File: src/design/pfcrc_pkg.sv
// Package for the parity-framed CRC-16 block.
// Holds the field widths and CRC constants shared by the datapath and the top level.
// No dependencies.
package pfcrc_pkg;

    // Field widths.
    localparam int CHAR_W = 7;
    localparam int BYTE_W = CHAR_W + 1;
    localparam int CRC_W  = 16;

    // CRC-16/UMTS generator and initial remainder.
    localparam logic [CRC_W-1:0] CRC_POLY = 16'h8005;
    localparam logic [CRC_W-1:0] CRC_INIT = 16'h0000;

endpackage : pfcrc_pkg

File: src/design/parity_framed_crc16.sv
// Top level of the parity-framed CRC-16 block: input register, remainder register
// and result register around pfcrc_core. Depends on pfcrc_pkg and pfcrc_core.
//
// Each transaction on the s_ channel carries one 7-bit character; the block frames it
// as (character << 1) with an even-parity bit in bit 0 and feeds the eight framed bits,
// most significant first, into a running CRC-16 (polynomial 0x8005, initial value zero,
// no reflection, no final XOR). Every input transaction gives exactly one m_ transaction
// holding the framed byte and the remainder after it. Setting s_start_message clears the
// remainder before that character. The block takes one character per clock cycle while
// m_ready stays high; each character passes through the input register and then the
// result register, and that rate is set by the loop through the remainder register.
module parity_framed_crc16 (
    input  logic                          aclk,
    input  logic                          aresetn,
    input  logic                          s_valid,
    output logic                          s_ready,
    input  logic [pfcrc_pkg::CHAR_W-1:0]  s_char_code,
    input  logic                          s_start_message,
    output logic                          m_valid,
    input  logic                          m_ready,
    output logic [pfcrc_pkg::BYTE_W-1:0]  m_framed_byte,
    output logic [pfcrc_pkg::CRC_W-1:0]   m_crc_value
);
    import pfcrc_pkg::*;

    logic              in_valid_reg;
    logic [CHAR_W-1:0] char_reg;
    logic              start_reg;
    logic              out_valid_reg;
    logic [BYTE_W-1:0] framed_reg;
    logic [CRC_W-1:0]  crc_out_reg;
    logic [CRC_W-1:0]  crc_reg;
    logic [CRC_W-1:0]  crc_seed;
    logic [CRC_W-1:0]  crc_next;
    logic [BYTE_W-1:0] framed_next;
    logic              out_advance;
    logic              in_advance;

    // Stage handshakes: the result register frees up when empty or being taken.
    assign out_advance = !out_valid_reg || m_ready;
    assign in_advance  = in_valid_reg && out_advance;
    assign s_ready     = !in_valid_reg || out_advance;

    // Input register.
    always_ff @(posedge aclk) begin
        if (!aresetn) begin
            in_valid_reg <= 1'b0;
        end else if (s_ready) begin
            in_valid_reg <= s_valid;
        end
    end

    always_ff @(posedge aclk) begin
        if (s_valid && s_ready) begin
            char_reg  <= s_char_code;
            start_reg <= s_start_message;
        end
    end

    // A start flag restarts the remainder from its initial value.
    assign crc_seed = start_reg ? CRC_INIT : crc_reg;

    pfcrc_core u_core (
        .char_code   (char_reg),
        .crc_in      (crc_seed),
        .framed_byte (framed_next),
        .crc_out     (crc_next)
    );

    // Running remainder, updated as each character moves into the result register.
    always_ff @(posedge aclk) begin
        if (!aresetn) begin
            crc_reg <= CRC_INIT;
        end else if (in_advance) begin
            crc_reg <= crc_next;
        end
    end

    // Result register.
    always_ff @(posedge aclk) begin
        if (!aresetn) begin
            out_valid_reg <= 1'b0;
        end else if (out_advance) begin
            out_valid_reg <= in_valid_reg;
        end
    end

    always_ff @(posedge aclk) begin
        if (in_advance) begin
            framed_reg  <= framed_next;
            crc_out_reg <= crc_next;
        end
    end

    assign m_valid       = out_valid_reg;
    assign m_framed_byte = framed_reg;
    assign m_crc_value   = crc_out_reg;

endmodule : parity_framed_crc16

File: src/design/pfcrc_core.sv
// Combinational datapath: even-parity framing of one character and the CRC update.
// Depends on pfcrc_pkg for widths and the generator polynomial.
module pfcrc_core (
    input  logic [pfcrc_pkg::CHAR_W-1:0] char_code,
    input  logic [pfcrc_pkg::CRC_W-1:0]  crc_in,
    output logic [pfcrc_pkg::BYTE_W-1:0] framed_byte,
    output logic [pfcrc_pkg::CRC_W-1:0]  crc_out
);
    import pfcrc_pkg::*;

    // The parity bit makes the count of ones in the framed byte even.
    assign framed_byte = {char_code, ^char_code};

    // Eight XOR-shift steps, most significant bit of the framed byte first.
    always_comb begin
        logic [CRC_W-1:0] rem;
        rem = crc_in;
        for (int k = BYTE_W - 1; k >= 0; k--) begin
            if (rem[CRC_W-1] ^ framed_byte[k]) begin
                rem = {rem[CRC_W-2:0], 1'b0} ^ CRC_POLY;
            end else begin
                rem = {rem[CRC_W-2:0], 1'b0};
            end
        end
        crc_out = rem;
    end

endmodule : pfcrc_core

File: config.mk
export PLATFORM = sky130hd
export DESIGN_NAME = parity_framed_crc16
export DESIGN_NICKNAME = d
export VERILOG_FILES = /design/src/design/pfcrc_pkg.sv /design/src/design/parity_framed_crc16.sv /design/src/design/pfcrc_core.sv
export SDC_FILE = /design/constraint.sdc
export NUM_CORES = 1
export LEC_CHECK = 0
export ABC_AREA = 1
export BUFFER_PORTS_ARGS = -buffer_cell sky130_fd_sc_hd__buf_2
export CAP_MARGIN = 30
export CORE_ASPECT_RATIO = 0.5
export CORE_MARGIN = 2
export CORE_UTILIZATION = 40
export CTS_BUF_LIST = sky130_fd_sc_hd__clkbuf_2
export DETAILED_ROUTE_END_ITERATION = 7
export GPL_TIMING_DRIVEN = 1
export HOLD_SLACK_MARGIN = 0.08
export PLACE_DENSITY = 0.71
export SLEW_MARGIN = 20
export SYNTH_ARGS = -nofsm -noshare
export SYNTH_HDL_FRONTEND = slang
export SYNTH_HIERARCHICAL = 1
export SYNTH_SLANG_ARGS = --single-unit
export TNS_END_PERCENT = 1
File: constraint.sdc
create_clock -name aclk -period 6.1 [get_ports aclk]
set_input_delay 0.61 -clock aclk [delete_from_list [all_inputs] [get_ports aclk]]
set_output_delay 0.61 -clock aclk [all_outputs]
set_load 0.01 [all_outputs]
# Yosys cells after proc, flatten, opt, wreduce, memory -nomap -nowiden
# Index checks and enable logic that the tools add are counted.
[classes]
n_mux = 9
bitwise = 16
n_mul = 0
n_div = 0
add_sub_neg = 0
n_shift = 0
reduce_logical = 7
order_cmp = 0
n_eq_ne = 0
[ops]
columns = ["op", "n"]
rows = [
  ["two-way mux 16 bit", 9],
  ["NOT 3 bit", 8],
  ["XOR 1 bit", 8],
  ["XOR reduction 7 bit", 1],
  ["logical AND 1 bit", 2],
  ["zero test 1 bit", 2],
  ["logical OR 1 bit", 2],
]
[totals]
latchBits = 0
mem_count = 0
ram_bits = 0
rom_bits = 0
ff_bits = 50

# Logic depth before layout (Yosys ltp)
[depth]
word_depth = 17
ltp_mapped = 26
depth_no_buf = 25

# Hierarchy
# Netlist, hierarchy kept.
[by_module_without_submodules]
columns = ["mod", "cells_per_inst", "area_each_um2", "n_inst"]
rows = [
  ["parity_framed_crc16", 184, 1979.4, 1],
  ["pfcrc_core", 83, 546.8, 1],
]

# Least setup slack after synthesis
# Ideal clock, no wire load.
[synth_path]
kind = "register to register"
start = "register start_reg"
end = "register crc_reg[2]"
t_arrival_ns = 2.200
path_stages_with_launch = 27
path_slack_ns = 3.785
setup_ns = 0.115
path_cell_list = "edfxtp_1 clkbuf_1 buf_2 nor2_1 inv_1 nand2_1 nand2_2 nand2_2 nand2_2 nand2_2 nand2_1 nand2_1 nand2_1 nand2_2 nand2_2 nand2_2 nand2_2 nand2_2 nand2_2 nand2_2 nand2_2 nand2_1 nand2_1 inv_1 nand3_2 nand2_1 nor2_1"
[synth_between]
elab_chain_len = 17
elab_cells_between_ends = 25
classes_between = "9 x mux; 16 x bitwise"
[synth_rtl]
columns = ["item", "line", "source"]
rows = [
  ["from (decl)", "parity_framed_crc16.sv:28", "logic start_reg;"],
  ["from (signal assigned)", "parity_framed_crc16.sv:56", "start_reg <= s_start_message;"],
  ["two-way mux 16 bit (*)", "parity_framed_crc16.sv:61", "assign crc_seed = start_reg ? CRC_INIT : crc_reg;"],
  ["via crc_seed[14]", "parity_framed_crc16.sv:33", "logic [CRC_W-1:0] crc_seed;"],
  ["NOT 3 bit (no source line)", "--", ""],
  ["two-way mux 16 bit (*)", "pfcrc_core.sv:19", "if (rem[CRC_W-1] ^ framed_byte[k]) begin"],
  ["XOR 1 bit (*)", "pfcrc_core.sv:19", ""],
  ["two-way mux 16 bit (*)", "pfcrc_core.sv:19", ""],
  ["XOR 1 bit (*)", "pfcrc_core.sv:19", ""],
  ["two-way mux 16 bit (*)", "pfcrc_core.sv:19", ""],
  ["[... 3 more ...]", "--", ""],
  ["two-way mux 16 bit (*)", "pfcrc_core.sv:19", ""],
  ["XOR 1 bit (*)", "pfcrc_core.sv:19", ""],
  ["two-way mux 16 bit (*)", "pfcrc_core.sv:19", ""],
  ["XOR 1 bit", "pfcrc_core.sv:19", ""],
  ["two-way mux 16 bit (*)", "pfcrc_core.sv:19", ""],
  ["XOR 1 bit", "pfcrc_core.sv:19", ""],
  ["two-way mux 16 bit (*)", "pfcrc_core.sv:19", ""],
  ["via crc_next[2]", "parity_framed_crc16.sv:34", "logic [CRC_W-1:0] crc_next;"],
  ["to (signal assigned)", "parity_framed_crc16.sv:75", "crc_reg <= crc_next;"],
  ["to (decl)", "parity_framed_crc16.sv:32", "logic [CRC_W-1:0] crc_reg;"],
]
# The timed path passes the listed nets; every way through them passes the cells marked *.
# A chain may end at the register's enable or synchronous reset.

# Worst setup path in the final report
[layout_path]
start = "register start_reg"
end = "register crc_reg[3]"
[layout_between]
elab_chain_len = 16
elab_cells_between_ends = 23
classes_between = "9 x mux; 14 x bitwise"
[layout_rtl]
columns = ["item", "line"]
rows = [
  ["two-way mux 16 bit (*)", "parity_framed_crc16.sv:61"],
  ["via crc_seed[15]", "parity_framed_crc16.sv:33"],
  ["XOR 1 bit (*)", "pfcrc_core.sv:19"],
  ["two-way mux 16 bit (*)", "pfcrc_core.sv:19"],
  ["XOR 1 bit (*)", "pfcrc_core.sv:19"],
  ["two-way mux 16 bit (*)", "pfcrc_core.sv:19"],
  ["XOR 1 bit (*)", "pfcrc_core.sv:19"],
  ["two-way mux 16 bit (*)", "pfcrc_core.sv:19"],
  ["XOR 1 bit (*)", "pfcrc_core.sv:19"],
  ["two-way mux 16 bit (*)", "pfcrc_core.sv:19"],
  ["XOR 1 bit (*)", "pfcrc_core.sv:19"],
  ["two-way mux 16 bit (*)", "pfcrc_core.sv:19"],
  ["XOR 1 bit", "pfcrc_core.sv:19"],
  ["two-way mux 16 bit (*)", "pfcrc_core.sv:19"],
  ["XOR 1 bit", "pfcrc_core.sv:19"],
  ["two-way mux 16 bit (*) (2 in series)", "pfcrc_core.sv:19"],
  ["via crc_next[3]", "parity_framed_crc16.sv:34"],
]
# Marked as above.

==> flow_summary.yaml <==
status:
  outcome: "finished, final reports clean"
die:
  die_w_um: 116
  initial_utilization_pct: 41.5
  core.rowCount: 20
  die_height_um: 60.2
  boundaryPins: 38
  die-area_um2: 7010
  fp.coreArea_um2: 6080
clock_network:
  clock_tree.htree_level_count: 2
  cts.root.buffer_cell: "sky130_fd_sc_hd__clkbuf_2"
  reg_clk_slew_reported_paths_ps: 220
  cts_resizes: 0
  cts_hold_repair.buffers: 0
  cts_buffers: 5
  cts-root-to-sink-buffers: 2
  tritoncts_clock_tree: "built"
  cts_setup_buffers: 0
  clock_sink_count: 50
  worstSkewPairLatency_ps: 400
yosys:
  synth_cell_type_count: 19
  post_synth_instance_area_um2: 2530
  synth.ff_latch_count: 50
  synth_sequential_area_ratio_pct: 52.3
  net_count_after_synthesis: 279
  avgSynthCellArea_um2: 9.46
  synthesis.yosys.warnings: 6
  synth_cells: 267
drt:
  detailroute.via_count: 1649
  detailedRoute.firstPassIterationCount: 4
  first_iter_violations: 93
  via_density_per_instance: 4.35
  drc: 0
  antenna_left: 0
  routedWlPerCell_um: 11.6
  route.final.wire_length_um: 4380
placement:
  place.gp.congestion: 0.787
  pre_cts_ws_ps: 3480
  io_buffers: 37
  placed_cell_area_um2: 2670
  placedCellCount: 371
  dpl.hpwl_um: 3280
worst_setup_path:
  end_kind: "register"
  setup.worst_path.start_class: "register"
  critical_path.max_fanout: 16
  required_ps: 6450
  timing_worst_setup_path_type: "reg2reg"
  critPathArrivalTime_ps: 3030
sta:
  timing.fmax_mhz: 374
  finClkSkew_ps: 21.0
  setup-violations-final: 0
  layout_worst_path_cycle_share_pct: 43.9
  whs_ps: 368
  timing.setup.tns_ps: 0
  timing.final.ws_setup_ps: 3420
  worst-slew-pin-transition_ps: 518
  hold_violations: 0
  fin_crit_ps: 2680
  grt_setup_unrepaired: "false"
  slew_viol_final: 0
  worst_slew_margin_rel_pct: 65.5
power:
  power_leakage_nw: 1.19
  power_density_nw_per_um2: 254
  final_power_mw: 0.688
  ir_worst_vdd_uv: 84.0
layout:
  multi_input_comb_area_um2: 845
  n_fill_cell: 601
  area_growth_syn_to_layout_pct: 7.18
  final_cells: 379
  final_util_pct: 44.5
  drive_above_1_share_pct: 26.5
  antenna_cells: 0
  register_area_um2: 1320
  nets: 302
  final_area_um2: 2710
grt:
  overflow_left_after_global_routing: 0
  grt_pass1_wl_um: 7020
  grt_start_max_net_pins: 34
  via_count_of_the_first_global_routing_pass: 1520
  grt_antenna_before_repair: 0
  grt_use_total_pct: 13.5
hold_path:
  worstHoldPathType: "in2reg"
run:
  drv_cap: 0
path summary, 6_finish.rpt:
| path | from | to | slack, ps | cells past startpoint |
|---|---|---|---|---|
| hold / removal | s_char_code[5] | char_reg[5]$_DFFE_PP_ | 370 | 1 |
| setup reg to reg | start_reg$_DFFE_PP_ | crc_reg[3]$_SDFFE_PN0P_ | 3420 | 20 |
| setup / recovery | start_reg$_DFFE_PP_ | crc_reg[3]$_SDFFE_PN0P_ | 3420 | 20 |
| hold reg to reg | crc_reg[6]$_SDFFE_PN0P_ | crc_reg[6]$_SDFFE_PN0P_ | 520 | 2 |
synthesized netlist by cell type (all sizes together):
cell type  count  area (um2)
edfxtp        32         961
xor2           8         108
inv           52         195
nor2          32         120
clkbuf         1        3.75
buf           22         165
nand2         46         215
a21oi         19        95.1
nand3         25         190
dfxtp         18         360
xnor2         12         113
routing by layer:
metal  track usage (%)  vias up  wire length [um]
met5                 0        -                 0
met4              4.93        0                27
met3              3.45        2               273
met2              20.9       41              1970
met1              18.4      752              2110
li1                  -      854                 -
worst max-delay path, cell delays in order (launching register included):
cell	delay (ps)
sky130_fd_sc_hd__edfxtp_1	670
sky130_fd_sc_hd__nor2_1	290
sky130_fd_sc_hd__inv_1	80
sky130_fd_sc_hd__nand2_1	80
sky130_fd_sc_hd__nand2_2	70
sky130_fd_sc_hd__nand2_2	80
sky130_fd_sc_hd__nand2_2	70
sky130_fd_sc_hd__nand2_2	60
sky130_fd_sc_hd__nand2_1	50
sky130_fd_sc_hd__nand2_1	70
sky130_fd_sc_hd__nand3_1	110
sky130_fd_sc_hd__nand2_2	120
sky130_fd_sc_hd__nand2_2	70
sky130_fd_sc_hd__nand2_2	80
sky130_fd_sc_hd__nand2_2	60
sky130_fd_sc_hd__nand2_2	100
sky130_fd_sc_hd__xor2_1	220
sky130_fd_sc_hd__inv_1	110
sky130_fd_sc_hd__nand3_2	80
sky130_fd_sc_hd__nand2_1	50
sky130_fd_sc_hd__nor2_1	90
layout make-up:
class                           count  area share, %
Tap cell                           88           4.07
Clock buffer                        5          0.924
Multi-Input combinational cell    142           31.2
Sequential cell                    50           48.8
Inverter                           52           7.21
Timing Repair Buffer               39           7.39
Clock inverter                      3          0.416
placed cells by master, fill, tap and decap left out, drive strengths merged:
master	n
dfxtp	18
clkinv	3
edfxtp	32
nor2	32
inv	52
clkbuf	5
nand2	46
buf	39
nand3	25
a21oi	19
xnor2	12
xor2	8
cells by family after synthesis:
logic type | count (synthesis) | synth area share [%]
flip-flops | 50 | 52.3
AO/OA/AOI/OAI | 19 | 3.76
XOR/XNOR | 20 | 8.72
buffers and inverters | 75 | 14.4
AND/OR/NAND/NOR | 103 | 20.8
power breakdown:
| part | switching [mW] | total [mW] | leakage (nW) | internal (mW) |
|---|---|---|---|---|
| registers | 0.0132 | 0.407 | 0.454 | 0.393 |
| logic | 0.102 | 0.160 | 0.710 | 0.0584 |
| clock network | 0.0963 | 0.121 | 0.0255 | 0.0246 |
| total | 0.211 | 0.688 | 1.19 | 0.476 |
(Power assumes the default switching activity.)
